`src/cbp_pkg.sv`:
```
// shared types, constants and a helper function of the coefficient buffer packer
package cbp_pkg;

	// buffer geometry
	localparam int MAX_CHANNELS = 4096;
	localparam int CNT_W        = 13;
	localparam int GIDX_W       = CNT_W - 3;
	localparam int GCNT_W       = CNT_W - 2;
	localparam int ADDR_W       = 14;
	localparam int DATA_W       = 32;
	localparam int ZP_W         = 8;

	// stream payload widths
	localparam int S_TDATA_W = 64;
	localparam int M_TDATA_W = 48;

	// queue between front and back
	localparam int QDEPTH = 4;
	localparam int QPTR_W = $clog2(QDEPTH);

	// configuration register indexes
	localparam int CFG_IDX_W = 2;
	localparam logic [CFG_IDX_W-1:0] REG_INPUT_ZP    = 2'd0;
	localparam logic [CFG_IDX_W-1:0] REG_WEIGHT_ZP   = 2'd1;
	localparam logic [CFG_IDX_W-1:0] REG_SCALE_BITS  = 2'd2;
	localparam logic [CFG_IDX_W-1:0] REG_CHANNEL_CNT = 2'd3;

	// word slots within one group sequence
	localparam int SLOT_W = 5;
	localparam logic [SLOT_W-1:0] SLOT_B     = 5'd8;
	localparam logic [SLOT_W-1:0] SLOT_C     = 5'd12;
	localparam logic [SLOT_W-1:0] SLOT_S     = 5'd16;
	localparam logic [SLOT_W-1:0] SLOT_S_END = 5'd19;
	localparam logic [SLOT_W-1:0] SLOT_FINAL = 5'd20;

	// fixed words
	localparam logic [DATA_W-1:0] C_WORD     = 32'h0010_0010;
	localparam logic [DATA_W-1:0] FINAL_WORD = 32'h0000_1004;

	typedef struct packed {
		logic [ZP_W-1:0]   input_zp;
		logic [ZP_W-1:0]   weight_zp;
		logic [DATA_W-1:0] scale_bits;
		logic [CNT_W-1:0]  channel_count;
	} cfg_t;

	// one classified channel waiting for the back end
	typedef struct packed {
		logic [DATA_W-1:0] a_word;
		logic [GIDX_W-1:0] group;
		logic [2:0]        pos;
		logic              close;
		logic              last;
		logic [GCNT_W-1:0] groups;
	} qent_t;

	// single to half precision, truncating, flush to zero, overflow to infinity
	function automatic logic [15:0] fp16_trunc(logic [31:0] f);
		logic [7:0]  e;
		logic [15:0] r;
		e = f[30:23];
		if (e <= 8'd112) begin
			r = {f[31], 15'd0};
		end else if (e >= 8'd143) begin
			r = {f[31], 5'h1f, 10'd0};
		end else begin
			r = {f[31], 5'(e - 8'd112), f[22:13]};
		end
		return r;
	endfunction

endpackage

```
`src/cbp_front.sv`:
```
// front end: accepts channels, computes the A word and classifies the channel
module cbp_front
	import cbp_pkg::*;
(
	input  logic                 clk,
	input  logic                 arst_n,
	input  cfg_t                 cfg,
	input  logic                 s_tvalid,
	output logic                 s_tready,
	input  logic [S_TDATA_W-1:0] s_tdata,
	input  logic                 q_full,
	output logic                 q_push,
	output qent_t                q_entry
);

	logic [CNT_W-1:0]  chan_idx_q;
	logic [CNT_W-1:0]  count_eff;
	logic [CNT_W-1:0]  idx;
	logic [CNT_W-1:0]  idx_next;
	logic [CNT_W:0]    count_round;
	logic              last;
	logic [8:0]        zp_off;
	logic [DATA_W-1:0] zp_ext;
	logic [DATA_W-1:0] bias;
	logic [DATA_W-1:0] wsum;

	assign bias = s_tdata[31:0];
	assign wsum = s_tdata[63:32];

	// clamp the channel count to the supported range
	always_comb begin
		if (cfg.channel_count == '0) begin
			count_eff = CNT_W'(1);
		end else if (cfg.channel_count > CNT_W'(MAX_CHANNELS)) begin
			count_eff = CNT_W'(MAX_CHANNELS);
		end else begin
			count_eff = cfg.channel_count;
		end
	end

	// position of this channel, restarting when the count dropped below it
	assign idx         = (chan_idx_q >= count_eff) ? '0 : chan_idx_q;
	assign idx_next    = idx + CNT_W'(1);
	assign last        = (idx_next >= count_eff);
	assign count_round = (CNT_W+1)'(count_eff) + (CNT_W+1)'(7);

	// A = bias - (input_zp - 128) * weight_sum, wrapping
	assign zp_off = $signed({1'b0, cfg.input_zp}) - 9'sd128;
	assign zp_ext = DATA_W'($signed(zp_off));

	assign s_tready = !q_full;
	assign q_push   = s_tvalid && s_tready;

	always_comb begin
		q_entry.a_word = bias - zp_ext * wsum;
		q_entry.group  = idx[CNT_W-1:3];
		q_entry.pos    = idx[2:0];
		q_entry.last   = last;
		q_entry.close  = last || (idx[2:0] == 3'd7);
		q_entry.groups = count_round[CNT_W:3];
	end

	// channel position state
	always_ff @(posedge clk or negedge arst_n) begin
		if (!arst_n) begin
			chan_idx_q <= '0;
		end else if (q_push) begin
			chan_idx_q <= last ? '0 : idx_next;
		end
	end

endmodule

```
`src/cbp_queue.sv`:
```
// short show-ahead queue between front and back
module cbp_queue
	import cbp_pkg::*;
(
	input  logic  clk,
	input  logic  arst_n,
	input  logic  push,
	input  qent_t push_entry,
	output logic  full,
	input  logic  pop,
	output qent_t head,
	output logic  empty
);

	qent_t            mem_q [QDEPTH];
	logic [QPTR_W-1:0] wr_ptr_q;
	logic [QPTR_W-1:0] rd_ptr_q;
	logic [QPTR_W:0]   fill_q;

	assign full  = (fill_q == (QPTR_W+1)'(QDEPTH));
	assign empty = (fill_q == '0);
	assign head  = mem_q[rd_ptr_q];

	// entry storage
	always_ff @(posedge clk) begin
		if (push) begin
			mem_q[wr_ptr_q] <= push_entry;
		end
	end

	// pointers and fill level
	always_ff @(posedge clk or negedge arst_n) begin
		if (!arst_n) begin
			wr_ptr_q <= '0;
			rd_ptr_q <= '0;
			fill_q   <= '0;
		end else begin
			if (push) begin
				wr_ptr_q <= wr_ptr_q + QPTR_W'(1);
			end
			if (pop) begin
				rd_ptr_q <= rd_ptr_q + QPTR_W'(1);
			end
			if (push && !pop) begin
				fill_q <= fill_q + (QPTR_W+1)'(1);
			end else if (pop && !push) begin
				fill_q <= fill_q - (QPTR_W+1)'(1);
			end
		end
	end

endmodule

```
`src/cbp_back.sv`:
```
// back end: walks the word sequence of each channel into the output register
module cbp_back
	import cbp_pkg::*;
(
	input  logic                 clk,
	input  logic                 arst_n,
	input  cfg_t                 cfg,
	input  qent_t                head,
	input  logic                 empty,
	output logic                 pop,
	output logic                 m_tvalid,
	input  logic                 m_tready,
	output logic [M_TDATA_W-1:0] m_tdata,
	output logic                 m_tlast,
	output logic                 m_tuser
);

	logic              busy_q;
	logic [SLOT_W-1:0] slot_q;
	logic              out_valid_q;
	logic [ADDR_W-1:0] out_addr_q;
	logic [DATA_W-1:0] out_data_q;
	logic              out_last_q;
	logic              out_done_q;

	logic [SLOT_W-1:0] slot;
	logic [SLOT_W-1:0] end_slot;
	logic              emit;
	logic              final_word;
	logic [ADDR_W-1:0] grp_base;
	logic [ADDR_W-1:0] scale_base;
	logic [ADDR_W-1:0] word_addr;
	logic [DATA_W-1:0] word_data;
	logic [15:0]       b_half;
	logic [15:0]       s_half;

	// current slot and where this entry's sequence ends
	assign slot = busy_q ? slot_q : {2'b00, head.pos};
	always_comb begin
		if (!head.close) begin
			end_slot = {2'b00, head.pos};
		end else if (head.last) begin
			end_slot = SLOT_FINAL;
		end else begin
			end_slot = SLOT_S_END;
		end
	end

	assign emit       = !empty && (!out_valid_q || m_tready);
	assign final_word = (slot == end_slot);
	assign pop        = emit && final_word;

	// word address
	assign grp_base   = ADDR_W'(head.group) << 4;
	assign scale_base = (ADDR_W'(head.groups) << 4) + (ADDR_W'(head.group) << 2);
	always_comb begin
		if (slot == SLOT_FINAL) begin
			word_addr = (ADDR_W'(head.groups) << 4) + (ADDR_W'(head.groups) << 2);
		end else if (slot >= SLOT_S) begin
			word_addr = scale_base + ADDR_W'(slot[1:0]);
		end else begin
			word_addr = grp_base | ADDR_W'(slot[3:0]);
		end
	end

	// word contents
	assign b_half = 16'd128 - {8'd0, cfg.weight_zp};
	assign s_half = fp16_trunc(cfg.scale_bits);
	always_comb begin
		if (slot == SLOT_FINAL) begin
			word_data = FINAL_WORD;
		end else if (slot >= SLOT_S) begin
			word_data = {s_half, s_half};
		end else if (slot >= SLOT_C) begin
			word_data = C_WORD;
		end else if (slot >= SLOT_B) begin
			word_data = {b_half, b_half};
		end else begin
			word_data = head.a_word;
		end
	end

	// sequencer state
	always_ff @(posedge clk or negedge arst_n) begin
		if (!arst_n) begin
			busy_q <= 1'b0;
			slot_q <= '0;
		end else if (emit) begin
			busy_q <= !final_word;
			slot_q <= slot + SLOT_W'(1);
		end
	end

	// output register valid
	always_ff @(posedge clk or negedge arst_n) begin
		if (!arst_n) begin
			out_valid_q <= 1'b0;
		end else if (emit) begin
			out_valid_q <= 1'b1;
		end else if (m_tready) begin
			out_valid_q <= 1'b0;
		end
	end

	// output register payload
	always_ff @(posedge clk) begin
		if (emit) begin
			out_addr_q <= word_addr;
			out_data_q <= word_data;
			out_last_q <= final_word;
			out_done_q <= (slot == SLOT_FINAL);
		end
	end

	assign m_tvalid = out_valid_q;
	assign m_tdata  = {2'b00, out_data_q, out_addr_q};
	assign m_tlast  = out_last_q;
	assign m_tuser  = out_done_q;

`ifndef SYNTHESIS
	a_done_is_last: assert property (@(posedge clk) disable iff (!arst_n)
		out_valid_q && out_done_q |-> out_last_q)
		else $error("buffer done word not marked as last of its request");
	a_busy_has_entry: assert property (@(posedge clk) disable iff (!arst_n)
		busy_q |-> !empty)
		else $error("sequencer busy with no queued entry");
	a_slot_range: assert property (@(posedge clk) disable iff (!arst_n)
		busy_q |-> slot_q <= SLOT_FINAL)
		else $error("sequencer slot beyond final word");
	a_final_pops: assert property (@(posedge clk) disable iff (!arst_n)
		emit && slot == SLOT_FINAL |-> pop)
		else $error("final word did not retire its entry");
`endif

endmodule

```
`src/npu_coefficient_buffer_packer.sv`:
```
// top level of the coefficient buffer packer: config registers, front, queue, back
// Each channel passes through the queue and then the output register; the queue accepts further channels
// while earlier words are still emitted. The single output word register emits one word per cycle while
// an entry is queued and m_tready does not stall it; a channel that does not close a group emits only its
// A word; a closing one emits A words up to slot 7, then B, C and S words, and on the last the final word.
// Reset (arst_n low, asynchronous) restores config defaults, position 0 and an empty queue.
module npu_coefficient_buffer_packer
	import cbp_pkg::*;
(
	input  logic                 clk,
	input  logic                 arst_n,
	// configuration write channel
	input  logic                 cfg_valid,
	output logic                 cfg_ready,
	input  logic [CFG_IDX_W-1:0] cfg_index,
	input  logic [DATA_W-1:0]    cfg_data,
	// input stream
	input  logic                 s_tvalid,
	output logic                 s_tready,
	input  logic [S_TDATA_W-1:0] s_tdata,  // bias[31:0], weight_sum[63:32]
	// output stream
	output logic                 m_tvalid,
	input  logic                 m_tready,
	output logic [M_TDATA_W-1:0] m_tdata,  // word_address[13:0], word_data[45:14], zero pad
	output logic                 m_tlast,  // run_last
	output logic                 m_tuser   // buffer_done
);

	cfg_t  cfg_q;
	logic  q_full;
	logic  q_push;
	qent_t q_entry;
	logic  q_pop;
	qent_t q_head;
	logic  q_empty;

	assign cfg_ready = 1'b1;

	// configuration registers
	always_ff @(posedge clk or negedge arst_n) begin
		if (!arst_n) begin
			cfg_q.input_zp      <= ZP_W'(128);
			cfg_q.weight_zp     <= ZP_W'(128);
			cfg_q.scale_bits    <= '0;
			cfg_q.channel_count <= CNT_W'(1);
		end else if (cfg_valid && cfg_ready) begin
			unique case (cfg_index)
				REG_INPUT_ZP:    cfg_q.input_zp      <= cfg_data[ZP_W-1:0];
				REG_WEIGHT_ZP:   cfg_q.weight_zp     <= cfg_data[ZP_W-1:0];
				REG_SCALE_BITS:  cfg_q.scale_bits    <= cfg_data;
				REG_CHANNEL_CNT: cfg_q.channel_count <= cfg_data[CNT_W-1:0];
				default: ;
			endcase
		end
	end

	cbp_front u_front (
		.clk      (clk),
		.arst_n   (arst_n),
		.cfg      (cfg_q),
		.s_tvalid (s_tvalid),
		.s_tready (s_tready),
		.s_tdata  (s_tdata),
		.q_full   (q_full),
		.q_push   (q_push),
		.q_entry  (q_entry)
	);

	cbp_queue u_queue (
		.clk        (clk),
		.arst_n     (arst_n),
		.push       (q_push),
		.push_entry (q_entry),
		.full       (q_full),
		.pop        (q_pop),
		.head       (q_head),
		.empty      (q_empty)
	);

	cbp_back u_back (
		.clk      (clk),
		.arst_n   (arst_n),
		.cfg      (cfg_q),
		.head     (q_head),
		.empty    (q_empty),
		.pop      (q_pop),
		.m_tvalid (m_tvalid),
		.m_tready (m_tready),
		.m_tdata  (m_tdata),
		.m_tlast  (m_tlast),
		.m_tuser  (m_tuser)
	);

endmodule
```
`config.mk`:
```
export PLATFORM = sky130hd
export DESIGN_NAME = npu_coefficient_buffer_packer
export DESIGN_NICKNAME = d
export VERILOG_FILES = /design/src/cbp_pkg.sv /design/src/cbp_front.sv /design/src/cbp_queue.sv /design/src/cbp_back.sv /design/src/npu_coefficient_buffer_packer.sv
export SDC_FILE = /design/constraint.sdc
export NUM_CORES = 1
export LEC_CHECK = 0
export ABC_AREA = 1
export BUFFER_PORTS_ARGS = -buffer_cell sky130_fd_sc_hd__buf_2
export CORE_AREA = 2 2 257 259
export DETAILED_ROUTE_END_ITERATION = 10
export DIE_AREA = 0 0 259 261
export PLACE_DENSITY = 0.63
export SYNTH_ARGS = -nofsm -noshare
export SYNTH_HDL_FRONTEND = slang
export SYNTH_HIERARCHICAL = 1
export SYNTH_SLANG_ARGS = --single-unit
```
`constraint.sdc`:
```
create_clock -name clk -period 10.54 [get_ports clk]
set_clock_uncertainty 0.15 [all_clocks]
set_input_delay 1.054 -clock clk [delete_from_list [all_inputs] [get_ports clk]]
set_output_delay 1.054 -clock clk [all_outputs]
set_load 0.02 [all_outputs]
```
Word level (Yosys, flattened, before mapping)

Memory sizes are Yosys's and may differ from the RTL's.
Cells that the tools add are included.

Muxes and demuxes: 20
$add $sub $neg: 14
Equality and inequality tests: 7
Reductions and logical operators: 22
Multipliers: 1
Bitwise operators: 1
Order comparisons: 8

Operator list:

| operator                                             | count |
|---|---|
| 2-to-1 mux 32 bit                                    | 3 |
| 2-to-1 mux 13 bit                                    | 4 |
| multiplier 9 x 32 -> 32 bit                          | 1 |
| subtractor 32 bit                                    | 1 |
| 2-to-1 mux 15 bit                                    | 2 |
| 2-to-1 mux 14 bit                                    | 2 |
| >= comparator 13 bit                                 | 2 |
| adder 13 x 3 -> 14 bit (second input constant)       | 1 |
| adder 14 x 12 -> 14 bit                              | 1 |
| adder 14 x 13 -> 14 bit                              | 1 |
| adder 14 x 2 -> 14 bit                               | 1 |
| bitwise OR 14 x 4 -> 14 bit                          | 1 |
| adder 13 x 1 -> 13 bit (second input constant)       | 1 |
| > comparator 13 bit (second input constant)          | 1 |
| logical NOT 13 bit                                   | 1 |
| >= comparator 5 x 4 -> 1 bit (second input constant) | 2 |
| 2-to-1 mux 5 bit                                     | 2 |
| 2-to-1 mux 3 bit                                     | 3 |
| subtractor 8 x 8 -> 9 bit (first input constant)     | 1 |
| subtractor 8 x 8 -> 9 bit (second input constant)    | 1 |
| >= comparator 8 bit (second input constant)          | 1 |
| <= comparator 8 x 7 -> 1 bit (second input constant) | 1 |
| AND reduction 2 bit                                  | 4 |
| == test 3 bit (second input constant)                | 2 |
| other kinds (17)                                     | 33 |

Register bits after elaboration: 136
RAM bits: 232
Memories kept: 1
Output and inout port bits: 53
Logic and storage cells: 89

Memory list:

| memory        | words | width | read ports | clocked after Yosys merged registers in | wr ports | RTL line        | RTL |
|---|---|---|---|---|---|---|---|
| u_queue.mem_q | 4     | 58    | 1          | 0                                       | 1        | cbp_queue.sv:15 | `qent_t mem_q [QDEPTH];` |

Longest topological paths before layout

Gate-level depths: netlist (run 1).

Depth in word-level cells: 8
Gate-level depth with buffers: 32
Gate-level depth less buffers: 29

Hierarchy

The synthesis (run 1) kept the hierarchy.

Modules (own cells, without submodules):

| module                        | seq. area each (um2) | area an instance (um2) | times used | cells an instance |
|---|---|---|---|---|
| cbp_front                     | 325.3                | 11005.6                | 1          | 1519 |
| cbp_queue                     | 7141.8               | 10004.6                | 1          | 725 |
| cbp_back                      | 1616.6               | 4010.1                 | 1          | 510 |
| npu_coefficient_buffer_packer | 1530.2               | 2529.9                 | 1          | 275 |

Least setup slack after synthesis (run 1)

OpenSTA, ideal clock, no wires.

Path kind: input-to-reg
Start: in s_tdata[37]
End: mem u_queue/mem_q[0][51] in the netlist's numbering, data pin
Data arrival time: 5.453 ns
Cell stages on the path: 21
Setup slack: 4.757 ns
Cell sequence: clkbuf_1 nand2_1 inv_1 fa_1 fa_1 inv_1 fa_1 inv_1 fa_1 inv_1 fa_1 ha_1 nand2_1 nor2_1 nand4_1 o21ai_2 nand2_1 nand2_1 nand2_1 o21ai_0 xor2_1

RTL lines:

| item               | RTL line                            | RTL |
|---|---|---|
| start: declaration | npu_coefficient_buffer_packer.sv:20 | `input logic [S_TDATA_W-1:0] s_tdata,` |
| end: declaration   | cbp_queue.sv:15                     |  |

==> metrics, run 1 <==
max_cap viols=0; fin crit period=6360 ps; Worst EP arrival=6680 ps; Num CTS Buffers=39; GR Util met2=34.4%; Max-slew headroom=26.9%; highest fanout seen on the critical path=15; vias=19700; gr usage total=19.7%; htree depth=2; Chip Width=259 um; Post-CTS Setup Bufs=0; final setup vio count=0; Clock transition at path regs=60 ps; YS warnings=6; slew of the pin with the lowest slew margin=1100 ps; hold slack=176 ps; met3 Usage GRT=2.32%; fmax=0.157 GHz; Final ANT Viol Nets=0; placed insts=3876; Row Count=94; Crit. End Element=flop; kind of critical path=reg2reg; # clock sinks=355; global-route wire length before repair=104000 um; area grow syn2layout=8.75%; Critical Path RT=10850 ps; Final Max Slew Viols=0; DRC violations left=0; GR Util met1=25.3%; Overflow after GRT=0; Clock Latency Late Sink=570 ps; crit share post-route=60.4%; CTS tree=yes; IO buf count=152; Die Y-Extent=261 um; placed wire-length estimate=49100 um; total negative setup slack=0 ps; Hold Fails Final Rpt=0; Post-Syn Area=27000 um2; RR Endpoint=u_front/chan_idx_q[0]$_DFFE_PN0P_; Final nets=3494; outcome=finished, final reports clean; Mapped Cells=2975; GRT busiest layer=met2; Reg2Reg Depth=25; fraction of layout cells with a size suffix above 1=12.0%; Core Region=65000 um2; wire per inst=16.7 um; Post-CTS Resized=0; DRT iter0 DRCs=1342; largest net degree at the start of global routing=100; die footprint=67600 um2; synthesized area per cell=9.09 um2; clock root buffer=clkbuf_16; Hold Path Class=in2async; vias in the first global route=19400; Critical Path Start Type=flop; CTS Buffer Depth=3; Initial Util=41.6%; Pre-Repair DR Iteration Count=6; worst reg2reg setup slack=4180 ps; post-DR vias/cell=4.99; DRT Wirelength=65800 um; hold buffers post-CTS=0; Top Ports=156; initial antenna violation count=3; RSZ-0062 raised after global routing=no; Final Instance Count excl. Fillers=3946; routability cong.=0.914; worst r2r src=cfg_q[9]$_DFFE_PN0P_
state kept, by name, indices dropped and copies added, names as in the netlist:
signal / cells
u_back/out_data_q: 32
u_back/slot_q: 5
u_queue/rd_ptr_q: 2
u_back/out_addr_q: 14
u_back/m_tlast: 1
u_queue/mem_q: 232
cfg_q: 48
u_queue/wr_ptr_q: 2
u_back/m_tuser: 1
u_queue/fill_q: 3
u_back/m_tvalid: 1
u_back/busy_q: 1
u_front/chan_idx_q: 13
through the flow:
step                      area [um2]  utilization (%)  setup WS [ps]
final                          29400             45.2           4180
after floorplan                27000                -           4760
after global placement         28200             43.4           4270
after detailed placement       28200             43.4           4280
after CTS                      29400             45.2           4270
after global routing           29400             45.2           3550
area by class of cell:
cell class	count	area (um2)
diodes	2	5.00
clock buffers	52	1050
clock inverters	16	145
fillers	6301	35600
inverters	576	2170
multi-input cells	1910	13700
flip-flops and latches	355	10300
well taps	864	1080
repair buffers	171	906
cells in the final DEF (no fill, tap or decap), types with 5 or more instances in the layout:
cell type and n:
inv_1 563, clkbuf_16 39, ha_1 127, or2_2 20
o21ai_1 11, nand4_1 63, nor2_2 10, xnor2_1 21
a21o_1 5, and2_1 7, buf_2 151, inv_2 10
buf_4 20, nand2_1 775, o211ai_1 67, nor3_1 14
nor2_1 173, a21oi_1 91, clkbuf_1 10, nor2_4 5
nand2_2 9, a31oi_1 8, o21ai_0 43, fa_1 211
o211ai_2 59, xor2_1 44, edfxtp_1 280, nand3_1 96
clkinv_2 9, dfrtp_1 70
layer usage:
metal / share of wire [%] / vias to the layer above
met5: 0 / -
met4: 3.0 / 0
met3: 4.5 / 105
met2: 49 / 487
met1: 43 / 9524
li1: - / 9569
worst max path at each step:
stage | startpoint | to | slack [ps] | depth (start not counted)
final | cfg_q[9]$_DFFE_PN0P_ | u_front/chan_idx_q[0]$_DFFE_PN0P_ | 4180 | 25
after global routing | cfg_q[9]$_DFFE_PN0P_ | u_front/chan_idx_q[0]$_DFFE_PN0P_ | 3550 | 26
after CTS | cfg_q[9]$_DFFE_PN0P_ | u_front/chan_idx_q[0]$_DFFE_PN0P_ | 4270 | 25
after detailed placement | s_tdata[53] | u_queue/mem_q[0][52]$_DFFE_PP_ | 4280 | 17
after global placement | s_tdata[53] | u_queue/mem_q[1][52]$_DFFE_PP_ | 4270 | 17
after floorplan | s_tdata[37] | u_queue/mem_q[0][51]$_DFFE_PP_ | 4760 | 21
worst max-delay path: stages (launching register included):
cell,delay (ps)
dfrtp_1,430
nor4_1,310
nand2_1,150
nand2_1,330
nand2_1,280
ha_1,380
nand2_1,70
inv_1,50
nand2_1,60
nand2_1,80
a21oi_4,260
nand3_4,290
nor2_1,460
ha_1,250
nand2_1,100
nor2_2,270
nand3_1,150
and2_1,200
ha_1,290
nand2_1,120
o21ai_0,120
a21oi_1,150
nand3_1,230
nor2_1,750
o21ai_0,190
o21ai_0,110
Power of run 1 is left out: the tool's default activity adds up to more than one toggle a clock period on the data nets, which glitch-free logic cannot reach.
==> inputs of run 2 (changes only) <==
--- a/config.mk
+++ b/config.mk
@@ -5,11 +5,11 @@
 export SDC_FILE = /design/constraint.sdc
 export NUM_CORES = 1
 export LEC_CHECK = 0
-export ABC_AREA = 1
+export ABC_AREA = 0
 export BUFFER_PORTS_ARGS = -buffer_cell sky130_fd_sc_hd__buf_2
-export CORE_AREA = 2 2 257 259
+export CORE_AREA = 2 2 245 247
 export DETAILED_ROUTE_END_ITERATION = 10
-export DIE_AREA = 0 0 259 261
+export DIE_AREA = 0 0 247 249
 export PLACE_DENSITY = 0.63
 export SYNTH_ARGS = -nofsm -noshare
 export SYNTH_HDL_FRONTEND = slang
==> constraint.sdc (replaced) <==
create_clock -name clk -period 6.15 [get_ports clk]
set_clock_uncertainty 0.15 [all_clocks]
set_input_delay 0.615 -clock clk [delete_from_list [all_inputs] [get_ports clk]]
set_output_delay 0.615 -clock clk [all_outputs]
set_load 0.02 [all_outputs]
==> metrics, run 2 <==
max_cap viols=0 (unchanged); wire per inst=19.3 um (+16%); DRT iter0 DRCs=1107 (-18%); Worst Hold End=cfg_q[10]$_DFFE_PN0P_; gr usage total=18.8% (-0.86 points); Clock transition at path regs=60 ps (about the same); Num CTS Buffers=39 (unchanged); htree depth=2 (unchanged); commonest cells after routing, fill and taps aside=edfxtp_1 (280), inv_1 (220), fa_1 (208); multi-input logic area=13100 um2 (-4.5%); Crit. End Element=flop; commonest non-fill, non-tap cell in the layout=edfxtp_1; Die Y-Extent=249 um (-4.6%); Top Ports=156 (unchanged); slew of the pin with the lowest slew margin=930 ps (-166 ps); # clock sinks=355 (unchanged); vias in the first global route=16400 (-16%); area grow syn2layout=15.4%; Chip Width=247 um (-4.6%); routability cong.=0.857 (-6.2%); Final ANT Viol Nets=0 (unchanged); kind of critical path=reg2reg; Sequential cell area=10300 um2 (about the same); Critical Path Start Type=flop; total negative setup slack=0 ps (unchanged); Pre-Repair DR Iteration Count=5 (-1); outcome=finished, final reports clean; slowest CP cell=fa_1; Hold Fails Final Rpt=0 (unchanged); Worst EP arrival=6160 ps (-520 ps); fmax=0.165 GHz (+5.3%); largest net degree at the start of global routing=59 (-41%); worst path cell trace=buf_4 > and2_1 > fa_1 > fa_1 > fa_2 > fa_1 > inv_1 > fa_1 > ha_1 > and3_1 > a21oi_2 > o21ai_2 > a221o_1 > o2111ai_2 > a311oi_2 > and3_4 > buf_4 > a311oi_2 > xnor2_2; DRC violations left=0 (unchanged); synthesized area per cell=12.3 um2 (+35%); Reg2Reg Depth=19 (-24%); crit share post-route=98.3% (+38 points); Core Region=58700 um2 (-9.8%); HP Start=cfg_data[10]; Mapped Cells=2000 (-33%); vias=15900 (-19%); placed insts=2939 (-24%); Final Instance Count excl. Fillers=3040 (-23%); fin crit period=6050 ps (-318 ps); DRT Wirelength=58700 um (-11%); fraction of layout cells with a size suffix above 1=21.7% (+9.7 points); worst r2r src=cfg_q[57]$_DFFE_PN0P_; Filler Cell Count=5160 (-18%); CP peak stage delay=550 ps (-200 ps); hold path depth=2; top flop regs=u_queue/mem_q: 232 flops, cfg_q: 48 flops, u_back/out_data_q: 32 flops; Hold Path Class=in2reg; highest fanout seen on the critical path=7 (-8); placed wire-length estimate=43500 um (-11%); Max-slew headroom=38.0% (+11 points); CTS tree=yes; Finished Core Util=48.2% (+3.0 points); Post-Syn Area=24500 um2 (-9.3%); YS warnings=6 (unchanged); initial antenna violation count=8 (+5); global-route wire length before repair=89900 um (-14%); max reg flops=232 (unchanged); IO buf count=152 (unchanged); clock root buffer=clkbuf_16; hold slack=144 ps (-32.4 ps); RR Endpoint=u_queue/mem_q[2][57]$_DFFE_PP_; Final nets=2672 (-24%); Clock Latency Late Sink=550 ps (-20 ps); Reg with most FFs=u_queue/mem_q; die footprint=61500 um2 (-9.0%); Row Count=89 (-5.3%); final setup vio count=0 (unchanged); post-DR vias/cell=5.22 (+4.6%); worst reg2reg setup slack=100 ps (-4070 ps); Critical Path RT=6260 ps (-4590 ps); crit-path most repeated cell=fa_1; Initial Util=41.8% (+0.19 points); Overflow after GRT=0 (unchanged); Final Max Slew Viols=0 (unchanged); CTS Buffer Depth=3 (unchanged)
run 2: routing by layer:
metal / routed length, um / part of all wire [%] / vias up / global-route usage, %
met1: 27700 / 47 / 8025 / 28.2
met5: 13 / 0.022 / - / 0
met2: 26100 / 45 / 447 / 28.3
met4: 1330 / 2.3 / 2 / 5.08
met3: 3560 / 6.1 / 66 / 2.96
li1: - / - / 7320 / -
run 2: repair_timing:
action | in CTS | in global routing
endpoints found under the hold margin | 24 | 0
setup endpoints to repair | 16 | 42
cloned | 0 | 6
pin swaps | 0 | 44
hold buffers | 1 | 0
setup buffers | 0 | 17
resized for setup | 2 | 35
run 2: critical path, delay by kind of cell (launching register included):
| kind | cells | cell delay [ps] |
|---|---|---|
| DFF | 1 | 490 |
| AOI/OAI and AO/OA | 6 | 1270 |
| and+or+nand+nor | 3 | 510 |
| adders and majority gates | 6 | 2830 |
| xor gates and xnor gates | 1 | 120 |
| buffers and inverters | 3 | 390 |
run 2: layout make-up:
cell class | instances | area share, %
clock inverters | 18 | 0.544
multi-input cells | 1347 | 46.4
flip-flops and latches | 355 | 36.4
inverters | 227 | 3.01
repair buffers | 261 | 6.27
well taps | 773 | 3.42
clock buffers | 53 | 3.82
diodes | 6 | 0.0531
run 2: worst max path at each step:
stage / endpoint / slack [ps] / depth (start not counted) / startpoint
finish: u_queue/mem_q[2][57]$_DFFE_PP_ / 100 / 19 / cfg_q[57]$_DFFE_PN0P_
global placement: u_queue/mem_q[0][55]$_DFFE_PP_ / -60 / 19 / s_tdata[36]
CTS: u_queue/mem_q[0][55]$_DFFE_PP_ / 20 / 19 / cfg_q[59]$_DFFE_PN0P_
floorplan: u_queue/mem_q[0][55]$_DFFE_PP_ / 60 / 20 / cfg_q[60]$_DFFE_PN1P_
detailed placement: u_queue/mem_q[0][55]$_DFFE_PP_ / -170 / 18 / s_tdata[46]
global route: u_queue/mem_q[0][55]$_DFFE_PP_ / -70 / 20 / cfg_q[56]$_DFFE_PN0P_
run 2: metrics by stage:
stage | setup WS, ps | cell area (um2)
floorplan | 63.3 | 24500
global placement | -64.6 | 26500
detailed placement | -168 | 26500
CTS | 16.7 | 27800
global route | -73.2 | 28300
finish | 104 | 28300
Power of run 2 is left out for the same reason.
